<file path="src/hw/rtl/hdrdf_pkg.sv">
`timescale 1ns / 1ps
// ----------------------------------------------------------------------------
// hdrdf_pkg
// Shared types and constants of the header/length/footer deframer.
// ----------------------------------------------------------------------------
package hdrdf_pkg;

	// Frame framing bytes and the length overhead (command plus footer).
	localparam logic [7:0] HDR_BYTE     = 8'hFE;
	localparam logic [7:0] FTR_BYTE     = 8'hFA;
	localparam logic [7:0] LEN_OVERHEAD = 8'd2;

	// Configuration register indexes.
	localparam int         CFG_IDX_W           = 1;
	localparam logic [0:0] CFG_EXPECTED_COMMAND = 1'd0;
	localparam logic [0:0] CFG_MATCH_ANY        = 1'd1;

	// Result kinds.
	typedef enum logic [1:0] {
		KIND_DATA = 2'd0,
		KIND_GOOD = 2'd1,
		KIND_BAD  = 2'd2
	} kind_t;

	// Parser phases, one-hot.
	typedef enum logic [5:0] {
		PH_HUNT1 = 6'b000001,
		PH_HUNT2 = 6'b000010,
		PH_LEN   = 6'b000100,
		PH_CMD   = 6'b001000,
		PH_DATA  = 6'b010000,
		PH_FOOT  = 6'b100000
	} phase_t;

	// Configuration as seen by the parser.
	typedef struct packed {
		logic [7:0] expected_command;
		logic       match_any;
	} cfg_t;

	// One result item.
	typedef struct packed {
		kind_t      kind;
		logic [7:0] data_byte;
		logic [7:0] command;
		logic [7:0] payload_length;
		logic       last;
	} res_t;

endpackage

</file>
<file path="src/hw/rtl/header_length_footer_deframer_top.sv">
`timescale 1ns / 1ps
// Timing: with the buffer empty, a result item is offered the cycle after its byte.
// Throughput: one byte per cycle; the output register plus one skid entry keep
// input acceptance going while a result waits, stalling input only when both hold items.
// Reset: arst_n clears the parser to header hunting, empties the output buffer
// and sets expected_command to 0 and match_any to 1.
// ----------------------------------------------------------------------------
// header_length_footer_deframer_top
// Recognizes length-prefixed frames in a byte stream and reports payload and end items.
// ----------------------------------------------------------------------------
module header_length_footer_deframer_top (
	input  logic                            clk,
	input  logic                            arst_n,
	input  logic                            in_valid,
	output logic                            in_stall,
	input  logic [7:0]                      rx_byte,
	output logic                            out_valid,
	input  logic                            out_stall,
	output logic [1:0]                      kind,
	output logic [7:0]                      data_byte,
	output logic [7:0]                      command,
	output logic [7:0]                      payload_length,
	output logic                            last,
	input  logic                            cfg_valid,
	output logic                            cfg_ready,
	input  logic [hdrdf_pkg::CFG_IDX_W-1:0] cfg_index,
	input  logic [7:0]                      cfg_data
);
	import hdrdf_pkg::*;

	cfg_t cfg;
	res_t res, out_res;
	logic res_valid;
	logic in_take;
	logic full;

	assign in_stall = full;
	assign in_take  = in_valid && !in_stall;

	// Configuration registers.
	hdrdf_cfg u_cfg (
		.clk       (clk),
		.arst_n    (arst_n),
		.cfg_valid (cfg_valid),
		.cfg_ready (cfg_ready),
		.cfg_index (cfg_index),
		.cfg_data  (cfg_data),
		.cfg       (cfg)
	);

	// Frame parser.
	hdrdf_parser u_parser (
		.clk       (clk),
		.arst_n    (arst_n),
		.in_take   (in_take),
		.rx_byte   (rx_byte),
		.cfg       (cfg),
		.res_valid (res_valid),
		.res       (res)
	);

	// Result register and skid entry.
	hdrdf_out_buf u_out_buf (
		.clk       (clk),
		.arst_n    (arst_n),
		.push      (res_valid),
		.push_res  (res),
		.full      (full),
		.out_valid (out_valid),
		.out_stall (out_stall),
		.out_res   (out_res)
	);

	assign kind           = out_res.kind;
	assign data_byte      = out_res.data_byte;
	assign command        = out_res.command;
	assign payload_length = out_res.payload_length;
	assign last           = out_res.last;

endmodule

</file>
<file path="src/hw/rtl/hdrdf_cfg.sv">
`timescale 1ns / 1ps
// ----------------------------------------------------------------------------
// hdrdf_cfg
// Configuration registers, written through a valid/ready port.
// ----------------------------------------------------------------------------
module hdrdf_cfg (
	input  logic                          clk,
	input  logic                          arst_n,
	input  logic                          cfg_valid,
	output logic                          cfg_ready,
	input  logic [hdrdf_pkg::CFG_IDX_W-1:0] cfg_index,
	input  logic [7:0]                    cfg_data,
	output hdrdf_pkg::cfg_t               cfg
);
	import hdrdf_pkg::*;

	logic [7:0] expected_command_q;
	logic       match_any_q;

	// Writes are always taken.
	assign cfg_ready = 1'b1;

	// Register file update.
	always_ff @(posedge clk or negedge arst_n) begin
		if (!arst_n) begin
			expected_command_q <= 8'd0;
			match_any_q        <= 1'b1;
		end else if (cfg_valid && cfg_ready) begin
			unique case (cfg_index)
				CFG_EXPECTED_COMMAND: expected_command_q <= cfg_data;
				CFG_MATCH_ANY:        match_any_q        <= cfg_data[0];
				default: ;
			endcase
		end
	end

	assign cfg.expected_command = expected_command_q;
	assign cfg.match_any        = match_any_q;

endmodule

</file>
<file path="src/hw/rtl/hdrdf_parser.sv">
`timescale 1ns / 1ps
// ----------------------------------------------------------------------------
// hdrdf_parser
// Frame parser state machine; turns each accepted byte into zero or one result.
// ----------------------------------------------------------------------------
module hdrdf_parser (
	input  logic            clk,
	input  logic            arst_n,
	input  logic            in_take,
	input  logic [7:0]      rx_byte,
	input  hdrdf_pkg::cfg_t cfg,
	output logic            res_valid,
	output hdrdf_pkg::res_t res
);
	import hdrdf_pkg::*;

	phase_t     phase_q, phase_d;
	logic [7:0] remain_q, remain_d;
	logic [7:0] flen_q, flen_d;
	logic [7:0] cmd_q, cmd_d;
	logic       sel_q, sel_d;
	logic [7:0] remain_dec;

	assign remain_dec = remain_q - 8'd1;

	// Next-state and result logic for one byte.
	always_comb begin
		phase_d   = phase_q;
		remain_d  = remain_q;
		flen_d    = flen_q;
		cmd_d     = cmd_q;
		sel_d     = sel_q;
		res_valid = 1'b0;
		res.kind           = KIND_DATA;
		res.data_byte      = 8'd0;
		res.command        = cmd_q;
		res.payload_length = flen_q - LEN_OVERHEAD;
		res.last           = 1'b0;
		if (in_take) begin
			unique case (phase_q)
				PH_HUNT2: begin
					phase_d = (rx_byte == HDR_BYTE) ? PH_LEN : PH_HUNT1;
				end
				PH_LEN: begin
					if (rx_byte < LEN_OVERHEAD) begin
						phase_d = PH_HUNT1;
					end else begin
						flen_d   = rx_byte;
						remain_d = rx_byte - LEN_OVERHEAD;
						phase_d  = PH_CMD;
					end
				end
				PH_CMD: begin
					cmd_d   = rx_byte;
					sel_d   = cfg.match_any || (rx_byte == cfg.expected_command);
					phase_d = (remain_q != 8'd0) ? PH_DATA : PH_FOOT;
				end
				PH_DATA: begin
					res_valid     = sel_q;
					res.data_byte = rx_byte;
					remain_d      = remain_dec;
					if (remain_dec == 8'd0) begin
						phase_d = PH_FOOT;
					end
				end
				PH_FOOT: begin
					res_valid = sel_q;
					res.kind  = (rx_byte == FTR_BYTE) ? KIND_GOOD : KIND_BAD;
					res.last  = 1'b1;
					phase_d   = PH_HUNT1;
				end
				default: begin
					phase_d = (rx_byte == HDR_BYTE) ? PH_HUNT2 : PH_HUNT1;
				end
			endcase
		end
	end

	// Parser state registers.
	always_ff @(posedge clk or negedge arst_n) begin
		if (!arst_n) begin
			phase_q  <= PH_HUNT1;
			remain_q <= 8'd0;
			flen_q   <= 8'd0;
			cmd_q    <= 8'd0;
			sel_q    <= 1'b0;
		end else begin
			phase_q  <= phase_d;
			remain_q <= remain_d;
			flen_q   <= flen_d;
			cmd_q    <= cmd_d;
			sel_q    <= sel_d;
		end
	end

endmodule

</file>
<file path="src/hw/rtl/hdrdf_out_buf.sv">
`timescale 1ns / 1ps
// ----------------------------------------------------------------------------
// hdrdf_out_buf
// Output register with one skid entry, so input and output stall decouple.
// ----------------------------------------------------------------------------
module hdrdf_out_buf (
	input  logic            clk,
	input  logic            arst_n,
	input  logic            push,
	input  hdrdf_pkg::res_t push_res,
	output logic            full,
	output logic            out_valid,
	input  logic            out_stall,
	output hdrdf_pkg::res_t out_res
);
	import hdrdf_pkg::*;

	res_t       head_q, skid_q;
	logic [1:0] cnt_q;
	logic       pop;

	assign pop       = (cnt_q != 2'd0) && !out_stall;
	assign full      = (cnt_q == 2'd2);
	assign out_valid = (cnt_q != 2'd0);
	assign out_res   = head_q;

	// Item count; a push never arrives while full.
	always_ff @(posedge clk or negedge arst_n) begin
		if (!arst_n) begin
			cnt_q <= 2'd0;
		end else if (push && !pop) begin
			cnt_q <= cnt_q + 2'd1;
		end else if (pop && !push) begin
			cnt_q <= cnt_q - 2'd1;
		end
	end

	// Payload movement between the skid entry and the head.
	always_ff @(posedge clk) begin
		if (pop) begin
			if (cnt_q == 2'd2) begin
				head_q <= skid_q;
			end else if (push) begin
				head_q <= push_res;
			end
		end else if (push) begin
			if (cnt_q == 2'd0) begin
				head_q <= push_res;
			end else begin
				skid_q <= push_res;
			end
		end
	end

	a_cnt_range: assert property (@(posedge clk) disable iff (!arst_n)
		cnt_q != 2'd3)
		else $error("output buffer count out of range");

	a_no_push_full: assert property (@(posedge clk) disable iff (!arst_n)
		push |-> cnt_q != 2'd2)
		else $error("item pushed into full output buffer");

	a_skid_drains: assert property (@(posedge clk) disable iff (!arst_n)
		(pop && cnt_q == 2'd2) |=> (out_valid && cnt_q == 2'd1))
		else $error("skid entry not moved to head");

endmodule
</file>
<file path="config.mk">
export PLATFORM = sky130hd
export DESIGN_NAME = header_length_footer_deframer_top
export DESIGN_NICKNAME = d
export VERILOG_FILES = /design/src/hw/rtl/hdrdf_pkg.sv /design/src/hw/rtl/header_length_footer_deframer_top.sv /design/src/hw/rtl/hdrdf_cfg.sv /design/src/hw/rtl/hdrdf_parser.sv /design/src/hw/rtl/hdrdf_out_buf.sv
export SDC_FILE = /design/constraint.sdc
export NUM_CORES = 1
export LEC_CHECK = 0
export ABC_AREA = 0
export BUFFER_PORTS_ARGS = -buffer_cell sky130_fd_sc_hd__buf_2
export CORE_MARGIN = 4
export CORE_UTILIZATION = 55
export CTS_CLUSTER_DIAMETER = 200
export DETAILED_ROUTE_END_ITERATION = 6
export GPL_TIMING_DRIVEN = 0
export PLACE_DENSITY = 0.79
export SYNTH_ARGS = -nofsm -noshare
export SYNTH_HDL_FRONTEND = slang
export SYNTH_SLANG_ARGS = --single-unit
</file>
<file path="constraint.sdc">
create_clock -name clk -period 6.9 [get_ports clk]
set_input_delay 1.38 -clock clk [delete_from_list [all_inputs] [get_ports clk]]
set_output_delay 1.38 -clock clk [all_outputs]
set_load 0.03 [all_outputs]
</file>
; ---- Yosys cells after proc, flatten, opt, wreduce, memory -nomap -nowiden
; Cells that the tools add are included.
[totals]
register_bits = 96
latchBits = 0
ram_bits = 0
rom_bits = 0
input_bits = 22
out_inout_bits = 30
word_cells = 89
n_memories = 0
[classes]
add_sub_neg = 5
mul = 0
div = 0
order_cmp = 1
n_eq_ne = 11
shifts = 0
mux = 23
bitwise_logic = 4
n_reduce_logical = 27
[op_table]
columns = op, count
row1 = $mux W27, 5
row2 = $pmux W6 S5, 1
row3 = $eq A8 B8 Y1 const B, 2
row4 = $mux W8, 2
row5 = $pmux W8 S2, 1
row6 = $sub A8 B2 Y8 const B, 2
row7 = $mux W6, 2
row8 = $reduce_and A3 Y1, 4
row9 = $reduce_bool A2 Y1, 6
row10 = $mux W10, 1
row11 = $mux W2, 5
row12 = $eq A8 B8 Y1, 1
row13 = $logic_not A8 Y1, 1
row14 = $lt A8 B2 Y1 const B, 1
row15 = $reduce_and A2 Y1, 4
row16 = $reduce_bool A8 Y1, 1
row17 = $sub A8 B1 Y8 const B, 1
row18 = $eq A6 B2 Y1 const B, 1
row19 = $eq A6 B3 Y1 const B, 1
row20 = $eq A6 B4 Y1 const B, 1
row21 = $eq A6 B5 Y1 const B, 1
row22 = $eq A6 B6 Y1 const B, 1
row23 = $logic_and A1 B1 Y1, 4
row24 = $logic_not A1 Y1, 4
row25 = other kinds (12), 18

; ---- Longest topological paths before layout
; Gate-level depths: netlist (run 1).
[depth]
word_depth = 8
ltp_mapped = 8
depth_no_buf = 7

; ---- Modules after synthesis
; A second synthesis (run 1) with hierarchy kept.
[hier_totals]
hier_cells = 346
hier_area_um2 = 4697.0
[by_module_without_submodules]
columns = mod, n_inst, cells_per_inst, area_per_inst_um2, seq_area_each_um2
row1 = hdrdf_out_buf, 1, 100, 2204.6, 1671.6
row2 = hdrdf_parser, 1, 221, 2073.2, 777.0
row3 = hdrdf_cfg, 1, 24, 405.4, 226.5
row4 = header_length_footer_deframer_top, 1, 1, 13.8, 0.0

; ---- Least setup slack after synthesis (run 1)
; OpenSTA, ideal clock, no wires.
[synth_path]
path_kind = input to register
start = in rx_byte[4]
end = reg u_parser.flen_q[4]
setup_time_ns = 0.125
arrival_ns = 3.144
required_ns = 6.775
path_slack_ns = 3.631
stages = 6
path_buffers = 2
path_cell_list = buf_4 or4_4 or4_4 or3b_2 buf_6 mux2_2
[synth_between]
elab_chain_cells = 3
[synth_lines]
columns = item, line
row1 = "start, declared", header_length_footer_deframer_top.sv:16  ; input logic [7:0] rx_byte,
row2 = $lt A8 B2 Y1, hdrdf_parser.sv:45  ; if (rx_byte < LEN_OVERHEAD) begin
row3 = $not A1 Y1 (no line), -
row4 = $reduce_and A3 Y1 (no line), -
row5 = "end signal, assigned", hdrdf_parser.sv:90  ; flen_q <= flen_d;
row6 = "end, declared", hdrdf_parser.sv:19  ; logic [7:0] flen_q, flen_d;
; Parallel ways exist; a longest one is shown, timed or not.
; A chain may end at the register's enable or synchronous reset.

; ---- Worst setup path after layout (run 1)
[layout_path]
start = in rx_byte[6]
end = reg u_parser.flen_q[7]
[layout_between]
elab_chain_cells = 3
[layout_lines]
columns = item, line
row1 = $lt A8 B2 Y1, hdrdf_parser.sv:45
row2 = $not A1 Y1 (no line), -
row3 = $reduce_and A3 Y1 (no line), -
; Every way passes these cells.

==> run_results.csv, run 1 <==
group,metric,value,unit
routing,ant_nets,0,
power,power_leakage,2.14,nW
yosys,ys_ff_latch,96,
critical_path,cp.required,7.15,ns
routing,drc,0,
power,p_per_area,210,nW/um2
yosys,synth_top_area_share,37.1,%
global_route,grt_max_degree,43,
routing,drtIter0Drc,157,
timing,rsz0062_at_grt,"false",
placed_design,gp_congestion,0.844,
clock_network,cts_tree,"done",
yosys,seq_area_frac_synth,61.2,%
yosys,syn_area,4370,um2
clock_network,numCtsBuffers,9,
global_route,antenna_found_initial,0,
placed_design,hpwl,5790,um
floorplanning,die_area,9440,um2
yosys,ys.flop_type,"edfxtp_1",
yosys,syn_nets,365,
layout,drive_above_1_share,28.8,%
timing,period_share,44.2,%
power,ir_drop,104,uV
timing,finalCriticalPeriod,3.05,ns
hold_path,hp-class,"flip-flop to flip-flop",
yosys,synth-edff-count,54,
critical_path,critPathKind,"input pin to flip-flop",
yosys,synth.distinct_cells,49,
timing,final.setup.tns,0,ns
placed_design,place_area,4720,um2
floorplanning,chipHeight,97.1,um
global_route,track_usage,17.9,%
clock_network,cts.sinks,96,
outcome,status,"completed",
layout,syn_to_final_growth,12.6,%
layout,fin_nets,421,
routing,wire_per_inst,16.3,um
layout,final_cell_area,4920,um2
critical_path,critPathMaxFanout,10,
timing,max_slew.worst_pin.slew,1.16,ns
clock_network,cts_resized,0,
floorplanning,core-area,7730,um2
yosys,ys_async_sr_fraction,43.8,%
floorplanning,ioPinCount,52,
timing,skew,0.0147,ns
yosys,synthCells,338,
yosys,avgSynthCellArea,12.9,um2
clock_network,cts_max_path_buffers,2,
clock_network,htreeDepth,3,
floorplanning,num_rows,32,
routing,routed_wl,8150,um
floorplanning,die_w,97.1,um
global_route,grt_pass1_wl,13600,um
routing,viasPerCell,5.59,
critical_path,startpoint_type,"input pin",
clock_network,cts_hold_buf,0,
timing,setup_viol,0,
layout,layout_common_cells,"54 x edfxtp_1, 46 x buf_2, 40 x dfrtp_1, 38 x mux2_2, 23 x nand2_1",
critical_path,cp.arrival,3.30,ns
layout,final_common_cell,"edfxtp_1",
clock_network,post_cts_buffers,0,
timing,report.final.slew_viol_count,0,
timing,relSlewSlack,22.6,%
critical_path,ff2ff_path_depth,5,
floorplanning,initial_utilization,56.6,%
clock_network,clk_pin_slew,0.10,ns
timing,hold_viol_final,0,
power,power,1.03,mW
yosys,yosysTopAreaCell,"edfxtp_1",
global_route,grt_pass1_vias,2735,
global_route,grt-ovfl-total,0,
critical_path,end_kind,"flip-flop",
clock_network,root_buffer,"clkbuf_8",
placed_design,io_buffer_count,45,
routing,vias,2801,
placed_design,pre_cts_slack,3.47,ns
flow_run,cap_violations,0,
timing,setup_slack,3.85,ns
yosys,synth_area_leaders,"edfxtp_1 37%, dfrtp_1 23%, mux2_2 9.8%",
layout,diodes,0,
timing,max_freq,328,MHz
clock_network,clock_latency,0.37,ns
yosys,yosys_warnings,0,
routing,first_pass_iters,4,
hold_path,whs_path_depth,0,
## cells by family (layout without fill, tap and decap cells)
| group | Yosys count | in the layout | synth area share, % |
|---|---|---|---|
| adder cells (fa/ha/maj) | 5 | 5 | 1.43 |
| flip-flops | 96 | 96 | 61.2 |
| other | 1 | 1 | 0.0858 |
| AO/OA/AOI/OAI | 51 | 51 | 8.30 |
| buffers and inverters | 31 | 92 | 3.38 |
| AND/OR/NAND/NOR | 91 | 91 | 10.8 |
| XOR/XNOR | 25 | 25 | 5.01 |
| multiplexers | 38 | 38 | 9.79 |
## final timing paths
path,from,endpoint,slack [ns]
min reg2reg,u_parser.flen_q[0]$_DFFE_PN0P_,u_out_buf.skid_q[1]$_DFFE_PP_,0.46
max reg2reg,u_parser.phase_q[3]$_DFFE_PN0P_,u_out_buf.skid_q[12]$_DFFE_PP_,4.06
min in group asynchronous,arst_n,u_parser.phase_q[1]$_DFFE_PN0P_,1.16
max,rx_byte[6],u_parser.flen_q[7]$_DFFE_PN0P_,3.85
max in group asynchronous,arst_n,u_parser.sel_q$_DFFE_PN0P_,5.14
min,u_parser.flen_q[0]$_DFFE_PN0P_,u_out_buf.skid_q[1]$_DFFE_PP_,0.46
## sequential cells by signal (all words and copies together), names as in the netlist, 2 cells and up
signal,flops
u_out_buf.out_res,27
u_out_buf.skid_q,27
u_cfg.expected_command_q,8
u_parser.cmd_q,8
u_parser.flen_q,8
u_parser.remain_q,8
u_parser.phase_q,6
u_out_buf.cnt_q,2
## cell type report
cell class	count	area, um2
Tap cell	102	128
Clock buffer	10	128
Buffer	21	110
Sequential cell	96	2680
Fill cell	591	2810
Clock inverter	6	68.8
Timing Repair Buffer	45	225
Multi-Input combinational cell	211	1550
Inverter	10	37.5
## cells in the mapped netlist (5+ instances only)
cell type and instances:
edfxtp_1 54, dfrtp_1 40, mux2_2 38, nand2_1 23, nor2_1 18, o21ai_0 18
xor2_1 18, clkbuf_1 14, a21o_1 11, inv_1 10, and3_1 9, nor3_1 9
xnor2_1 7, nand3_1 6, ha_1 5
## layer usage
layer	GRT usage (%)	part of all wire, %
met3	4.02	5.2
met5	0	0
met4	7.88	2.9
met2	28.9	49
met1	23.4	43
## where the power goes
part / internal, mW / switching [mW] / total [mW] / leakage, nW
Clock: 0.170 / 0.197 / 0.367 / 0.0973
Sequential: 0.610 / 0.00500 / 0.615 / 1.07
Combinational: 0.0213 / 0.0283 / 0.0496 / 0.976
Total: 0.801 / 0.230 / 1.03 / 2.14
## per-stage QoR
step	utilization [%]	hold slack, ns	cells
2_1_floorplan	-	0.437	338
3_3_place_gp	61.1	0.455	485
3_5_place_dp	61.1	0.454	485
4_1_cts	63.7	0.465	501
5_1_grt	63.7	0.483	501
6_report	63.7	0.458	501
## critical path: stages
cell and delay [ns]:
clkbuf_1 0.23, or4_4 0.48, or4_4 0.45, or3b_2 0.27, buf_6 0.16, mux2_2 0.33
(Power assumes the default switching activity.)
==> run 2: changes to the inputs <==
--- a/config.mk
+++ b/config.mk
@@ -8,11 +8,11 @@
 export ABC_AREA = 0
 export BUFFER_PORTS_ARGS = -buffer_cell sky130_fd_sc_hd__buf_2
 export CORE_MARGIN = 4
-export CORE_UTILIZATION = 55
+export CORE_UTILIZATION = 52
 export CTS_CLUSTER_DIAMETER = 200
 export DETAILED_ROUTE_END_ITERATION = 6
 export GPL_TIMING_DRIVEN = 0
-export PLACE_DENSITY = 0.79
+export PLACE_DENSITY = 0.78
 export SYNTH_ARGS = -nofsm -noshare
 export SYNTH_HDL_FRONTEND = slang
 export SYNTH_SLANG_ARGS = --single-unit
==> constraint.sdc (replaced) <==
create_clock -name clk -period 2.6 [get_ports clk]
set_input_delay 0.52 -clock clk [delete_from_list [all_inputs] [get_ports clk]]
set_output_delay 0.52 -clock clk [all_outputs]
set_load 0.03 [all_outputs]
==> run_results.csv, run 2 (synthesis results as in run 1) <==
group,metric,value,unit
critical_path,cp.arrival,2.41,ns
timing,relSlewSlack,36.3,%
floorplanning,core-area,8180,um2
global_route,grt_pass1_wl,13600,um
critical_path,critPathKind,"flip-flop to flip-flop",
timing,period_share,90.6,%
clock_network,clock_latency,0.37,ns
layout,final_cell_area,4940,um2
clock_network,clk_pin_slew,0.11,ns
routing,viasPerCell,5.64,
global_route,grt_pass1_vias,2809,
critical_path,cp_cell_sequence,"clkbuf_1, nor3_2, nand3_2, a21oi_1, a21boi_1, or2_4",
timing,hold_viol_final,0,
critical_path,path_delay_family,"simple AND/OR/NAND/NOR gates",
routing,wire_per_inst,16.5,um
floorplanning,num_rows,33,
layout,drive_above_1_share,30.3,%
clock_network,cts.sinks,96,
critical_path,critPathBufInv,1,
global_route,grt-ovfl-total,0,
floorplanning,ioPinCount,52,
layout,diodes,0,
timing,finalCriticalPeriod,2.35,ns
timing,rsz0062_at_grt,"false",
global_route,track_usage,17.3,%
clock_network,htreeDepth,3,
global_route,antenna_found_initial,0,
power,power,2.69,mW
flow_run,cap_violations,0,
placed_design,gp_congestion,0.837,
critical_path,cp.required,2.66,ns
routing,ant_nets,0,
critical_path,worst_path_max_delay_cell,"dfrtp_1",
floorplanning,initial_utilization,53.5,%
timing,report.final.slew_viol_count,0,
routing,drtIter0Drc,177,
routing,routed_wl,8340,um
layout,layout_common_cells,"54 x edfxtp_1, 46 x buf_2, 40 x dfrtp_1, 38 x mux2_2, 23 x nand2_1",
placed_design,hpwl,5770,um
floorplanning,chipHeight,99.7,um
placed_design,io_buffer_count,45,
layout,seq_area,2680,um2
timing,setup_viol,0,
power,ir_drop,431,uV
clock_network,cts_max_path_buffers,2,
critical_path,startpoint_type,"flip-flop",
hold_path,hp-class,"input pin to asynchronous set/reset pin",
placed_design,pre_cts_slack,-0.332,ns
timing,max_slew.worst_pin.slew,0.955,ns
outcome,status,"completed",
global_route,grt_max_degree,43,
layout,final_common_cell,"edfxtp_1",
floorplanning,die_area,9940,um2
clock_network,cts_hold_buf,0,
layout,multi_input_area,1580,um2
layout,fin_nets,422,
power,p_per_area,545,nW/um2
clock_network,root_buffer,"clkbuf_8",
routing,first_pass_iters,4,
timing,holdWs,0.304,ns
critical_path,end_kind,"flip-flop",
critical_path,cp-startpoint,"u_parser.phase_q[3]$_DFFE_PN0P_",
power,power_leakage,2.14,nW
critical_path,cp_slowest_stage_delay,0.38,ns
placed_design,place_area,4730,um2
layout,fin_util,60.4,%
timing,skew,0.0178,ns
timing,setup_slack,0.246,ns
critical_path,r2r-start,"u_parser.phase_q[3]$_DFFE_PN0P_",
layout,n_fill_cell,656,
critical_path,critPathMaxFanout,14,
clock_network,numCtsBuffers,9,
timing,max_freq,425,MHz
clock_network,cts_tree,"done",
routing,vias,2850,
routing,drc,0,
layout,syn_to_final_growth,13.1,%
floorplanning,die_w,99.7,um
[run 2: cell count changes in the layout (fill, tap and decap cells not counted), sizes merged]
cell    change
inv         +3
or2         +1
clkbuf      -1
bufinv      -1
clkinv      -1
[run 2: metrics by stage]
| stage | setup TNS, ns | cells |
|---|---|---|
| detailed placement | -8.90 | 488 |
| CTS | 0 | 504 |
| floorplan | 0 | 338 |
| global placement | -7.31 | 488 |
| global route | 0 | 505 |
| finish | 0 | 505 |
[run 2: worst reg2reg max path: stages (launching register included)]
cell	delay, ns
dfrtp_1	0.38
clkbuf_1	0.20
nor3_2	0.31
nand3_2	0.21
a21oi_1	0.29
a21boi_1	0.35
or2_4	0.32
[run 2: worst paths after layout]
check | endpoint | slack [ns] | depth (start not counted)
min | u_parser.remain_q[0]$_DFFE_PN0P_ | 0.30 | 1
max reg2reg | u_out_buf.out_res[10]$_DFFE_PP_ | 0.25 | 6
min in group clk | u_cfg.expected_command_q[5]$_DFFE_PN0P_ | 0.38 | 2
max | u_out_buf.out_res[10]$_DFFE_PP_ | 0.25 | 6
min reg2reg | u_out_buf.skid_q[16]$_DFFE_PP_ | 0.48 | 0
max in group asynchronous | u_parser.flen_q[0]$_DFFE_PN0P_ | 1.70 | 1
[run 2: timing repair]
action,CTS,global route
pin swaps,0,0
resized for setup,1,7
cloned,0,1
setup endpoints to repair,27,54
setup buffers,0,0
[run 2: area by class of cell]
cell class	count	area share, %
repair buffers	45	4.56
flip-flops and latches	96	54.1
plain buffers	21	2.23
inverters	10	0.760
multi-input cells	212	32.0
clock buffers	9	2.51
well taps	105	2.66
clock inverters	7	1.19
[run 2: metal layers]
layer	GRT usage (%)	up-vias	routed length, um
met1	23.1	1396	3660
met3	3.37	24	398
met5	0	-	0
li1	-	1340	-
met2	26.4	90	3940
met4	9.87	0	341
[run 2: report_power, final]
group,internal (mW),switching (mW)
clock network,0.367,0.561
registers,1.62,0.0140
logic,0.0567,0.0752
==> run 3: changes to the inputs <==
--- a/config.mk
+++ b/config.mk
@@ -8,11 +8,11 @@
 export ABC_AREA = 0
 export BUFFER_PORTS_ARGS = -buffer_cell sky130_fd_sc_hd__buf_2
 export CORE_MARGIN = 4
-export CORE_UTILIZATION = 52
+export CORE_UTILIZATION = 48
 export CTS_CLUSTER_DIAMETER = 200
 export DETAILED_ROUTE_END_ITERATION = 6
 export GPL_TIMING_DRIVEN = 0
-export PLACE_DENSITY = 0.78
+export PLACE_DENSITY = 0.73
 export SYNTH_ARGS = -nofsm -noshare
 export SYNTH_HDL_FRONTEND = slang
 export SYNTH_SLANG_ARGS = --single-unit
==> run_results.csv, run 3 (synthesis results as in run 1) <==
group,metric,value,unit
floorplanning,chipHeight,103,um
clock_network,htreeDepth,3,
clock_network,post_cts_buffers,0,
clock_network,cts_max_path_buffers,2,
layout,layout_common_cells,"54 x edfxtp_1, 46 x buf_2, 40 x dfrtp_1, 38 x mux2_2, 23 x nand2_1",
floorplanning,die_w,103,um
critical_path,cp.required,2.65,ns
timing,report.final.slew_viol_count,0,
global_route,met3_usage,3.55,%
outcome,status,"completed",
timing,final.setup.tns,0,ns
global_route,grt_pass1_wl,13900,um
placed_design,hpwl,5810,um
clock_network,numCtsBuffers,9,
timing,finalCriticalPeriod,2.43,ns
critical_path,worst_path_max_delay_cell,"nor3_1",
critical_path,cp_slowest_stage_delay,0.41,ns
placed_design,dp.cells,491,
placed_design,gp_congestion,0.831,
critical_path,startpoint_type,"flip-flop",
timing,relSlewSlack,34.4,%
layout,syn_to_final_growth,13.3,%
critical_path,r2r-start,"u_parser.phase_q[3]$_DFFE_PN0P_",
global_route,grt_max_degree,43,
critical_path,critPathMaxFanout,13,
clock_network,cts_tree,"done",
routing,routed_wl,8480,um
routing,drtIter0Drc,177,
global_route,grtUsageMet1,23.8,%
timing,hold_viol_final,0,
timing,max_freq,412,MHz
power,p_seq_share,60.5,%
critical_path,end_kind,"flip-flop",
layout,finalNonFillerCells,508,
global_route,top_usage_layer,"met2",
global_route,use_met2,26.7,%
clock_network,clock_latency,0.36,ns
power,p_sw,0.612,mW
power,power_leakage,2.14,nW
routing,drc,0,
floorplanning,die_area,10700,um2
routing,wire_per_inst,16.7,um
timing,skew,0.00749,ns
layout,final_common_cell,"edfxtp_1",
power,switching_share,22.7,%
critical_path,cp.arrival,2.48,ns
critical_path,r2r_slack,0.17,ns
timing,rsz0062_at_grt,"false",
floorplanning,ioPinCount,52,
critical_path,critPathKind,"flip-flop to flip-flop",
layout,fin_util,56.2,%
critical_path,cp_cell_sequence,"clkbuf_1, nor3_1, nand3_2, a21oi_2, a21boi_1, or2_4",
global_route,antenna_found_initial,0,
layout,drive_above_1_share,30.0,%
timing,max_slew.worst_pin.slew,0.984,ns
floorplanning,initial_utilization,49.6,%
layout,fin_nets,422,
power,p_int,2.09,mW
power,power,2.70,mW
routing,ant_nets,0,
critical_path,worstReg2RegEnd,"u_out_buf.out_res[0]$_DFFE_PP_",
power,ir_drop,239,uV
clock_network,cts_hold_buf,0,
power,clkPwrFrac,34.6,%
layout,diodes,0,
clock_network,root_buffer,"clkbuf_8",
timing,holdWs,0.308,ns
clock_network,clk_pin_slew,0.09,ns
power,p_per_area,545,nW/um2
global_route,grt-ovfl-total,0,
global_route,track_usage,17.1,%
routing,vias,2794,
floorplanning,num_rows,34,
timing,period_share,93.4,%
flow_run,cap_violations,0,
clock_network,cts.sinks,96,
placed_design,io_buffer_count,45,
routing,first_pass_iters,4,
floorplanning,core-area,8810,um2
timing,setup_viol,0,
power,combinationalPowerShare,4.9,%
routing,viasPerCell,5.50,
global_route,grt_pass1_vias,2762,
hold_path,hp-class,"input pin to asynchronous set/reset pin",
critical_path,ff2ff_path_depth,6,
run 3: power groups by stage:
stage               Clock [mW]  Sequential, mW  Combinational [mW]
detailed placement           0            1.67               0.132
finish                   0.934            1.63               0.132
global placement             0            1.66               0.129
floorplan                    0            1.66              0.0826
global route              1.02            1.64               0.150
CTS                      0.953            1.63               0.133
run 3: area by class of cell:
cell class / instances / area, um2
Clock buffer: 11 / 153
Fill cell: 759 / 3860
Multi-Input combinational cell: 212 / 1580
Sequential cell: 96 / 2680
Timing Repair Buffer: 45 / 225
Clock inverter: 5 / 36.3
Buffer: 21 / 110
Inverter: 10 / 37.5
Tap cell: 108 / 135
run 3: layer usage:
layer | routed length (um) | vias to the layer above
li1 | - | 1336
met1 | 3880 | 1362
met2 | 4090 | 78
met3 | 367 | 18
met4 | 142 | 0
met5 | 0 | -
run 3: worst max-delay path by stage:
stage	to	depth (start not counted)	slack, ns	start
CTS	u_out_buf.skid_q[2]$_DFFE_PP_	5	0.06	u_parser.phase_q[3]$_DFFE_PN0P_
finish	u_out_buf.out_res[0]$_DFFE_PP_	6	0.17	u_parser.phase_q[3]$_DFFE_PN0P_
detailed placement	u_out_buf.skid_q[7]$_DFFE_PP_	5	-0.35	u_parser.phase_q[3]$_DFFE_PN0P_
global placement	u_out_buf.skid_q[8]$_DFFE_PP_	5	-0.30	u_parser.phase_q[3]$_DFFE_PN0P_
floorplan	u_parser.flen_q[4]$_DFFE_PN0P_	6	0.19	rx_byte[4]
global route	u_parser.remain_q[2]$_DFFE_PN0P_	7	0.01	u_parser.phase_q[3]$_DFFE_PN0P_
run 3: critical path: cells and delay by family, from the launching register on:
family	cells	cell delay [ns]
simple gates	3	0.98
compound gates	2	0.58
flops	1	0.37
buf+inv	1	0.20
run 3: repair_timing:
item | CTS | global route
resized for setup | 2 | 6
pin swaps | 0 | 0
gates cloned | 0 | 1
endpoints found under the setup margin | 54 | 54
run 3: stage by stage:
| step | area [um2] | worst slack (ns) |
|---|---|---|
| finish | 4950 | 0.173 |
| global route | 4950 | 0.00996 |
| CTS | 4920 | 0.0566 |
| detailed placement | 4730 | -0.351 |
| global placement | 4730 | -0.304 |
| floorplan | 4370 | 0.191 |
